File: src/rtl/core/stq_pkg.sv
// Package for the sorted timer queue: sizes, codes and shared types.
// No dependencies.
package stq_pkg;

   localparam int DEPTH       = 16;
   localparam int TIME_BITS   = 32;
   localparam int HANDLE_BITS = 16;
   localparam int REARM_BITS  = 32;
   localparam int KIND_BITS   = 2;
   localparam int STATUS_BITS = 2;
   localparam int IDX_BITS    = $clog2(DEPTH);
   localparam int COUNT_BITS  = $clog2(DEPTH + 1);

   localparam logic [TIME_BITS-1:0] TIME_ALL_ONES = '1;

   localparam logic [KIND_BITS-1:0] KIND_ADD    = 2'd0;
   localparam logic [KIND_BITS-1:0] KIND_REMOVE = 2'd1;
   localparam logic [KIND_BITS-1:0] KIND_TICK   = 2'd2;
   localparam logic [KIND_BITS-1:0] KIND_EXEC   = 2'd3;

   localparam logic [STATUS_BITS-1:0] STATUS_OK        = 2'd0;
   localparam logic [STATUS_BITS-1:0] STATUS_FULL      = 2'd1;
   localparam logic [STATUS_BITS-1:0] STATUS_NOT_FOUND = 2'd2;
   localparam logic [STATUS_BITS-1:0] STATUS_EMPTY     = 2'd3;

   typedef enum logic [1:0] {
      SLOT_NONE,
      SLOT_INSERT,
      SLOT_DROP
   } slot_op_type;

   typedef struct packed {
      logic [TIME_BITS-1:0]   expiry;
      logic [HANDLE_BITS-1:0] handle;
      logic [TIME_BITS-1:0]   timeout;
   } slot_entry_type;

   typedef struct packed {
      slot_op_type          op;
      logic [IDX_BITS-1:0]  pos;
      slot_entry_type       entry;
   } slot_cmd_type;

   typedef struct packed {
      logic [TIME_BITS-1:0] sum;
      logic [TIME_BITS-1:0] diff;
      logic                 borrow;
      logic                 gt;
   } alu_res_type;

endpackage

File: src/rtl/core/stq_alu.sv
// Shared time arithmetic unit: add, subtract with borrow, unsigned compare.
// Depends on stq_pkg.
module stq_alu
   import stq_pkg::*;
(
   input  logic [TIME_BITS-1:0] op_a,
   input  logic [TIME_BITS-1:0] op_b,
   output alu_res_type          res
);

   logic [TIME_BITS:0] sub_wide;

   assign sub_wide   = {1'b0, op_a} - {1'b0, op_b};
   assign res.sum    = op_a + op_b;
   assign res.diff   = sub_wide[TIME_BITS-1:0];
   assign res.borrow = sub_wide[TIME_BITS];
   assign res.gt     = (op_a > op_b);

endmodule

File: src/rtl/core/stq_slots.sv
// Sorted slot store: one entry per timer, shifted up on insert, down on drop.
// Depends on stq_pkg.
module stq_slots
   import stq_pkg::*;
(
   input  logic                clock,
   input  slot_cmd_type        cmd,
   input  logic [IDX_BITS-1:0] rd_idx,
   output slot_entry_type      rd_data
);

   slot_entry_type slot_ff [DEPTH];

   for (genvar i = 0; i < DEPTH; i++) begin : g_slot
      slot_entry_type up_src;
      slot_entry_type down_src;

      if (i == 0) begin : g_first
         assign up_src = cmd.entry;
      end else begin : g_rest
         assign up_src = slot_ff[i-1];
      end

      if (i == DEPTH - 1) begin : g_last
         assign down_src = slot_ff[i];
      end else begin : g_inner
         assign down_src = slot_ff[i+1];
      end

      always_ff @(posedge clock) begin
         unique case (cmd.op)
            SLOT_INSERT: begin
               if (IDX_BITS'(i) == cmd.pos) begin
                  slot_ff[i] <= cmd.entry;
               end else if (IDX_BITS'(i) > cmd.pos) begin
                  slot_ff[i] <= up_src;
               end
            end
            SLOT_DROP: begin
               if (IDX_BITS'(i) >= cmd.pos) begin
                  slot_ff[i] <= down_src;
               end
            end
            default: begin
            end
         endcase
      end
   end

   assign rd_data = slot_ff[rd_idx];

endmodule

File: src/rtl/core/stq_ctrl.sv
// Sequencer of the timer queue: decodes commands, scans the slots one per
// cycle through the shared unit and forms the response. Depends on stq_pkg.
module stq_ctrl
   import stq_pkg::*;
(
   input  logic                          clock,
   input  logic                          reset,
   input  logic                          start,
   output logic                          busy,
   input  logic [KIND_BITS-1:0]          req_kind,
   input  logic [TIME_BITS-1:0]          req_delay_ticks,
   input  logic [HANDLE_BITS-1:0]        req_target_handle,
   input  logic signed [REARM_BITS-1:0]  req_rearm_value,
   output logic                          rsp_valid,
   output logic [STATUS_BITS-1:0]        rsp_status,
   output logic [HANDLE_BITS-1:0]        rsp_result_handle,
   output logic [TIME_BITS-1:0]          rsp_time_to_head,
   output logic                          rsp_head_due,
   output logic [COUNT_BITS-1:0]         rsp_entry_count,
   output slot_cmd_type                  slot_cmd,
   output logic [IDX_BITS-1:0]           slot_rd_idx,
   input  slot_entry_type                slot_rd,
   output logic [TIME_BITS-1:0]          alu_a,
   output logic [TIME_BITS-1:0]          alu_b,
   input  alu_res_type                   alu_res
);

   typedef enum logic [2:0] {
      ST_IDLE,
      ST_TICK,
      ST_EXEC,
      ST_ADD_SUM,
      ST_SCAN,
      ST_SRCH,
      ST_RESULT
   } state_type;

   state_type               state_ff,  state_in;
   logic [TIME_BITS-1:0]    time_ff,   time_in;
   logic [HANDLE_BITS-1:0]  nhc_ff,    nhc_in;
   logic [COUNT_BITS-1:0]   count_ff,  count_in;
   logic [COUNT_BITS-1:0]   pos_ff,    pos_in;
   logic [TIME_BITS-1:0]    exp_ff,    exp_in;
   logic [HANDLE_BITS-1:0]  hnd_ff,    hnd_in;
   logic [TIME_BITS-1:0]    tmo_ff,    tmo_in;
   logic [HANDLE_BITS-1:0]  target_ff, target_in;
   logic [REARM_BITS-1:0]   rearm_ff,  rearm_in;
   logic [STATUS_BITS-1:0]  stat_ff,   stat_in;
   logic [HANDLE_BITS-1:0]  rhnd_ff,   rhnd_in;
   logic [TIME_BITS-1:0]    ttl_ff,    ttl_in;
   logic                    due_ff,    due_in;
   logic                    valid_ff,  valid_in;

   always_comb begin
      state_in    = state_ff;
      time_in     = time_ff;
      nhc_in      = nhc_ff;
      count_in    = count_ff;
      pos_in      = pos_ff;
      exp_in      = exp_ff;
      hnd_in      = hnd_ff;
      tmo_in      = tmo_ff;
      target_in   = target_ff;
      rearm_in    = rearm_ff;
      stat_in     = stat_ff;
      rhnd_in     = rhnd_ff;
      ttl_in      = ttl_ff;
      due_in      = due_ff;
      valid_in    = 1'b0;
      slot_cmd.op    = SLOT_NONE;
      slot_cmd.pos   = pos_ff[IDX_BITS-1:0];
      slot_cmd.entry = '{expiry: exp_ff, handle: hnd_ff, timeout: tmo_ff};
      slot_rd_idx = pos_ff[IDX_BITS-1:0];
      alu_a       = time_ff;
      alu_b       = tmo_ff;

      unique case (state_ff)
         ST_IDLE: begin
            if (start) begin
               target_in = req_target_handle;
               rearm_in  = req_rearm_value;
               stat_in   = STATUS_OK;
               rhnd_in   = '0;
               pos_in    = '0;
               unique case (req_kind)
                  KIND_ADD: begin
                     if (count_ff == COUNT_BITS'(DEPTH)) begin
                        stat_in  = STATUS_FULL;
                        state_in = ST_RESULT;
                     end else begin
                        hnd_in   = nhc_ff;
                        rhnd_in  = nhc_ff;
                        nhc_in   = nhc_ff + 1'b1;
                        tmo_in   = req_delay_ticks;
                        state_in = ST_ADD_SUM;
                     end
                  end
                  KIND_REMOVE: begin
                     state_in = ST_SRCH;
                  end
                  KIND_TICK: begin
                     state_in = ST_TICK;
                  end
                  KIND_EXEC: begin
                     if (count_ff == '0) begin
                        stat_in  = STATUS_EMPTY;
                        state_in = ST_RESULT;
                     end else begin
                        state_in = ST_EXEC;
                     end
                  end
                  default: begin
                     state_in = ST_IDLE;
                  end
               endcase
            end
         end
         ST_TICK: begin
            alu_b    = TIME_BITS'(1);
            time_in  = alu_res.sum;
            state_in = ST_RESULT;
         end
         ST_EXEC: begin
            // Pop the head; a non-negative answer sends it back through insert.
            slot_rd_idx  = '0;
            hnd_in       = slot_rd.handle;
            rhnd_in      = slot_rd.handle;
            tmo_in       = (rearm_ff == '0) ? slot_rd.timeout : rearm_ff[TIME_BITS-1:0];
            slot_cmd.op  = SLOT_DROP;
            slot_cmd.pos = '0;
            count_in     = count_ff - 1'b1;
            state_in     = rearm_ff[REARM_BITS-1] ? ST_RESULT : ST_ADD_SUM;
         end
         ST_ADD_SUM: begin
            exp_in   = alu_res.sum;
            pos_in   = '0;
            state_in = ST_SCAN;
         end
         ST_SCAN: begin
            alu_a = exp_ff;
            alu_b = slot_rd.expiry;
            if (pos_ff != count_ff && alu_res.gt) begin
               pos_in = pos_ff + 1'b1;
            end else begin
               slot_cmd.op = SLOT_INSERT;
               count_in    = count_ff + 1'b1;
               state_in    = ST_RESULT;
            end
         end
         ST_SRCH: begin
            if (pos_ff == count_ff) begin
               stat_in  = STATUS_NOT_FOUND;
               state_in = ST_RESULT;
            end else if (slot_rd.handle == target_ff) begin
               slot_cmd.op = SLOT_DROP;
               count_in    = count_ff - 1'b1;
               rhnd_in     = target_ff;
               state_in    = ST_RESULT;
            end else begin
               pos_in = pos_ff + 1'b1;
            end
         end
         ST_RESULT: begin
            slot_rd_idx = '0;
            alu_a       = slot_rd.expiry;
            alu_b       = time_ff;
            if (count_ff == '0) begin
               ttl_in = TIME_ALL_ONES;
               due_in = 1'b0;
            end else begin
               ttl_in = alu_res.borrow ? '0 : alu_res.diff;
               due_in = !alu_res.gt;
            end
            valid_in = 1'b1;
            state_in = ST_IDLE;
         end
         default: begin
            state_in = ST_IDLE;
         end
      endcase
   end

   always_ff @(posedge clock) begin
      if (reset) begin
         state_ff <= ST_IDLE;
         time_ff  <= '0;
         nhc_ff   <= HANDLE_BITS'(1);
         count_ff <= '0;
         valid_ff <= 1'b0;
      end else begin
         state_ff <= state_in;
         time_ff  <= time_in;
         nhc_ff   <= nhc_in;
         count_ff <= count_in;
         valid_ff <= valid_in;
      end
      pos_ff    <= pos_in;
      exp_ff    <= exp_in;
      hnd_ff    <= hnd_in;
      tmo_ff    <= tmo_in;
      target_ff <= target_in;
      rearm_ff  <= rearm_in;
      stat_ff   <= stat_in;
      rhnd_ff   <= rhnd_in;
      ttl_ff    <= ttl_in;
      due_ff    <= due_in;
   end

   assign busy              = (state_ff != ST_IDLE);
   assign rsp_valid         = valid_ff;
   assign rsp_status        = stat_ff;
   assign rsp_result_handle = rhnd_ff;
   assign rsp_time_to_head  = ttl_ff;
   assign rsp_head_due      = due_ff;
   assign rsp_entry_count   = count_ff;

endmodule

File: src/rtl/core/sorted_timer_queue.sv
// Sorted timer queue. A tick increments time; remove searches the slots by
// handle; add sums the expiry and scans for the insert position through the
// shared unit; execute pops the head and re-adds it if the re-arm value is
// not negative; full or empty skip the scan. Scans take one slot per cycle.
// The next command is taken in the cycle rsp_valid is high; responses cannot be
// stalled. Synchronous reset empties the queue, zeroes time and sets handle 1.
// Depends on stq_pkg, stq_ctrl, stq_slots and stq_alu.
module sorted_timer_queue
   import stq_pkg::*;
(
   input  logic                          clock,
   input  logic                          reset,
   input  logic                          start,
   output logic                          busy,
   input  logic [KIND_BITS-1:0]          req_kind,
   input  logic [TIME_BITS-1:0]          req_delay_ticks,
   input  logic [HANDLE_BITS-1:0]        req_target_handle,
   input  logic signed [REARM_BITS-1:0]  req_rearm_value,
   output logic                          rsp_valid,
   output logic [STATUS_BITS-1:0]        rsp_status,
   output logic [HANDLE_BITS-1:0]        rsp_result_handle,
   output logic [TIME_BITS-1:0]          rsp_time_to_head,
   output logic                          rsp_head_due,
   output logic [COUNT_BITS-1:0]         rsp_entry_count
);

   // Command and read port between the sequencer and the slot store.
   slot_cmd_type           slot_cmd;
   logic [IDX_BITS-1:0]    slot_rd_idx;
   slot_entry_type         slot_rd;

   // Operands and results of the one shared arithmetic unit. The sequencer
   // steers it: expiry sum on insert, ordering compare while scanning, the
   // tick increment, and the head distance while forming the response.
   logic [TIME_BITS-1:0]   alu_a;
   logic [TIME_BITS-1:0]   alu_b;
   alu_res_type            alu_res;

   stq_ctrl u_ctrl (
      .clock             (clock),
      .reset             (reset),
      .start             (start),
      .busy              (busy),
      .req_kind          (req_kind),
      .req_delay_ticks   (req_delay_ticks),
      .req_target_handle (req_target_handle),
      .req_rearm_value   (req_rearm_value),
      .rsp_valid         (rsp_valid),
      .rsp_status        (rsp_status),
      .rsp_result_handle (rsp_result_handle),
      .rsp_time_to_head  (rsp_time_to_head),
      .rsp_head_due      (rsp_head_due),
      .rsp_entry_count   (rsp_entry_count),
      .slot_cmd          (slot_cmd),
      .slot_rd_idx       (slot_rd_idx),
      .slot_rd           (slot_rd),
      .alu_a             (alu_a),
      .alu_b             (alu_b),
      .alu_res           (alu_res)
   );

   // Slot contents need no reset: only entries below the count are ever used.
   stq_slots u_slots (
      .clock   (clock),
      .cmd     (slot_cmd),
      .rd_idx  (slot_rd_idx),
      .rd_data (slot_rd)
   );

   stq_alu u_alu (
      .op_a (alu_a),
      .op_b (alu_b),
      .res  (alu_res)
   );

endmodule

File: config.mk
export PLATFORM = sky130hd
export DESIGN_NAME = sorted_timer_queue
export DESIGN_NICKNAME = d
export VERILOG_FILES = /design/src/rtl/core/stq_pkg.sv /design/src/rtl/core/stq_alu.sv /design/src/rtl/core/stq_slots.sv /design/src/rtl/core/stq_ctrl.sv /design/src/rtl/core/sorted_timer_queue.sv
export SDC_FILE = /design/constraint.sdc
export NUM_CORES = 2
export LEC_CHECK = 0
export BUFFER_PORTS_ARGS = -buffer_cell sky130_fd_sc_hd__buf_2
export CORE_ASPECT_RATIO = 2
export CORE_MARGIN = 2
export CORE_UTILIZATION = 45
export CTS_CLUSTER_SIZE = 24
export DETAILED_ROUTE_END_ITERATION = 6
export GPL_TIMING_DRIVEN = 0
export SLEW_MARGIN = 20
export SYNTH_ARGS = -nofsm -noshare
export SYNTH_HDL_FRONTEND = slang
export SYNTH_SLANG_ARGS = --single-unit
File: constraint.sdc
create_clock -name clock -period 23.3 [get_ports clock]
set_input_delay 0 -clock clock [delete_from_list [all_inputs] [get_ports clock]]
set_output_delay 0 -clock clock [all_outputs]
set_load 0.01 [all_outputs]
==> out/metrics.csv <==
stage;metric;value;unit
drt;DR vias/cell;6.81;
yosys;syn nets;7784;
floorplanning;I/O Pins;143;
setup_path;CP max FO;51;
status;failing checks;design-rule violations;
drt;initial DRC count;8676;
clock_tree;CTS tree;yes;
final_layout;# fillers;18000;
yosys;YS warnings;0;
timing;RSZ-0062 raised after global routing;false;
timing;Max Clk Rate;0.0761;GHz
yosys;Seq/Total Area, Yosys;48.2;%
final_layout;share of cells above drive strength 1;31.9;%
grt;vias in the first global route;75900;
final_layout;Area Overhead vs Synth;15.2;%
floorplanning;num rows;236;
drt;DR pass1 iterations;7;
timing;Tightest Pin Transition;1350;ps
grt;largest net degree at the start of global routing;52;
setup_path;CP startpoint kind;flip-flop;
timing;Hold Worst Slack;30.8;ps
clock_tree;post-CTS setup buffers;0;
drt;routed len/inst;40.0;microns
drt;routed vias;76000;
grt;first-pass GRT wire length;607000;microns
grt;All-Layer GR Usage;41.3;%
placed_design;Post-DP Area;101000;sq um
yosys;area share of the largest cell type after synthesis;47.0;%
clock_tree;clk_lat worst skew;910;ps
setup_path;Critical Path Max Stage Delay;770;ps
clock_tree;CTS root buf;clkbuf_16;
final_layout;final instance area;108000;sq um
yosys;Post-synth EDFFs;1464;
clock_tree;clock sink total;1521;
timing;Setup Skew;89.2;ps
setup_path;slowest CP cell;clkbuf_1;
timing;Slew headroom;10.2;%
min_path;hold path endpoint;u_ctrl.tmo_ff[29];
floorplanning;chip width;326;microns
setup_path;WS Path Type;flip-flop to flip-flop;
drt;Residual DRC;2;
grt;initial antenna violation count;57;
min_path;hold path depth;4;
yosys;syn_area_per_cell;12.3;sq um
floorplanning;Die ar.;212000;sq um
timing;min Tclk post-route;13140;ps
setup_path;worst r2r src;u_ctrl.pos_ff[1];
floorplanning;core area;207000;sq um
clock_tree;CTS Buf Count;159;
clock_tree;clock slew at reported path FFs;60;ps
final_layout;Final #Nets;8390;
drt;final WL;447000;microns
placed_design;number of buffers added on ports;141;
yosys;post-synthesis async set-or-reset flop share;0;%
placed_design;GP Congestion;0.987;
yosys;Mapped Cells;7626;
status;run status;complete, but fails checks;
min_path;Hold Path Class;input port to flip-flop;
setup_path;RR Endpoint;u_slots.slot_ff[1][70];
setup_path;worst reg2reg path depth;35;
setup_path;CP arrival;13680;ps
min_path;hold wc startpoint;req_delay_ticks[29];
clock_tree;clock tree buffer depth;4;
final_layout;fin util;52.1;%
setup_path;r2r setup slk;10160;ps
yosys;cells taking the most area after synthesis;edfxtp_1, mux2_2, mux2_1, nand2_1, mux2i_1;
yosys;register bit total from synthesis;1521;
setup_path;Crit. End Element;flip-flop;
floorplanning;initial core utilization;45.3;%
yosys;synthesized area;93600;sq um
drt;antenna viol nets, final;0;
yosys;Primary FF master, synth;edfxtp_1;
timing;final hold viol count;0;
timing;Final Cycle Share;56.4;%
grt;Remaining Overflow, GRT;0;
yosys;area leader, netlist;edfxtp_1;
placed_design;Final HPWL DP;334000;microns
floorplanning;die height;649;microns
timing;Final Setup Violations;0;
clock_tree;htree depth;4;
setup_path;most used cell, CP;buf_2;
setup_path;Critical Path RT;23840;ps
job;max-cap violation count;0;
timing;post-route setup TNS;0;ps
yosys;Unique masters post-synth;75;
timing;Slew Limit Fails;0;
==> critical path: cells and delay by family, from the launching register on <==
family | cells | cell delay, ps
adders and majority gates | 1 | 160
and+or+nand+nor | 5 | 1240
AOI/OAI and AO/OA | 10 | 3780
buffers and inverters | 19 | 6810
DFF | 1 | 700
==> repair_timing <==
action,CTS,global route
endpoints found under the hold margin,122,0
resized for setup,0,0
hold buffers,158,0
==> per-layer routing <==
| metal | GRT usage (%) | share of wire, % |
|---|---|---|
| met5 | 0 | 0.034 |
| met4 | 46.7 | 14 |
| met3 | 11.6 | 8.5 |
| met2 | 67.6 | 48 |
| met1 | 39.1 | 30 |
==> area by class of cell <==
class	instances	area [sq um]	area share [%]
antenna	72	180	0.167
buffer	680	2950	2.73
clock buffer	201	4260	3.95
clock inverter	78	606	0.562
inverter	54	203	0.188
multi-input combinational	5371	46100	42.8
sequential	1521	45100	41.8
tap	2737	3420	3.18
timing repair buffer	445	4960	4.61
==> how the worst max path moves through the flow <==
| stage | start | end | slack (ps) | depth (start not counted) |
|---|---|---|---|---|
| 2_1_floorplan | u_ctrl.pos_ff[1] | u_slots.slot_ff[1][0] | 8720 | 27 |
| 3_3_place_gp | u_ctrl.pos_ff[1] | u_slots.slot_ff[1][70] | -8640 | 27 |
| 3_5_place_dp | u_ctrl.pos_ff[1] | u_slots.slot_ff[1][70] | 10710 | 34 |
| 4_1_cts | u_ctrl.pos_ff[1] | u_slots.slot_ff[1][70] | 10670 | 34 |
| 5_1_grt | u_ctrl.pos_ff[1] | u_slots.slot_ff[1][71] | 10190 | 35 |
| 6_report | u_ctrl.pos_ff[1] | u_slots.slot_ff[1][70] | 10160 | 35 |
==> sequential cells by signal, summed over array words and instances (netlist names) <==
register,count
u_ctrl.rsp_time_to_head,32
u_slots.slot_ff,1280
u_ctrl.pos_ff,5
u_ctrl.rsp_result_handle,16
u_ctrl.exp_ff,32
u_ctrl.rsp_head_due,1
u_ctrl.hnd_ff,16
u_ctrl.rearm_ff,32
u_ctrl.rsp_valid,1
u_ctrl.tmo_ff,32
u_ctrl.rsp_status,2
u_ctrl.rsp_entry_count,5
u_ctrl.target_ff,16
u_ctrl.time_ff,32
u_ctrl.state_ff,3
u_ctrl.nhc_ff,16
==> placed cells by master (no fill, tap or decap), drive strengths merged, types with 72 or more instances in the layout <==
cell type,instances
or3,72
nand3,244
mux2,2291
edfxtp,1464
dlygate4sd3,158
a22o,78
diode,72
buf,512
a211oi,94
nand2,666
a21oi,242
clkbuf,656
o21ai,193
a21o,112
mux2i,238
nor2,318
==> logic make-up after synthesis <==
| logic type | count (synthesis) | share of synthesized area, % |
|---|---|---|
| flip-flops | 1521 | 48.2 |
| AO/OA/AOI/OAI | 1123 | 8.27 |
| AND/OR/NAND/NOR | 1515 | 7.15 |
| adder cells (fa/ha/maj) | 73 | 1.00 |
| buffers and inverters | 734 | 3.25 |
| multiplexers | 2583 | 31.4 |
| XOR/XNOR | 77 | 0.721 |
==> cells in the mapped netlist (all sizes together), types with 4 or more instances <==
| master | count |
|---|---|
| o2111ai | 63 |
| o21ai | 193 |
| or4 | 5 |
| a22o | 78 |
| nor2b | 13 |
| a211o | 4 |
| inv | 53 |
| xnor2 | 55 |
| nor2 | 318 |
| a21o | 112 |
| o21a | 7 |
| o211ai | 5 |
| mux2 | 2291 |
| dfxtp | 57 |
| nand2b | 17 |
| edfxtp | 1464 |
| o22ai | 47 |
| nand2 | 666 |
| a311oi | 33 |
| a221o | 47 |
| nand4 | 13 |
| a21oi | 242 |
| mux2i | 238 |
| nand3 | 244 |
| o31ai | 14 |
| a31oi | 41 |
| a211oi | 94 |
| clkbuf | 448 |
| and2 | 12 |
| a2111oi | 5 |
| or2 | 10 |
| xor2 | 22 |
| or3 | 72 |
| mux4 | 54 |
| a22oi | 31 |
| o221ai | 4 |
| and3 | 69 |
| buf | 232 |
| nor3 | 39 |
| o311ai | 30 |
| ha | 70 |
| a221oi | 42 |
| o21bai | 13 |
| nor4 | 27 |
==> through the flow <==
step | cells | worst slack (ps)
floorplan | 7626 | 8720
global placement | 10500 | -8640
detailed placement | 10600 | 10710
CTS | 11100 | 10670
global route | 11100 | 10190
finish | 11200 | 10160
Power is left out: the tool's default activity adds up to more than one toggle a clock period on the data nets, which glitch-free logic cannot reach.
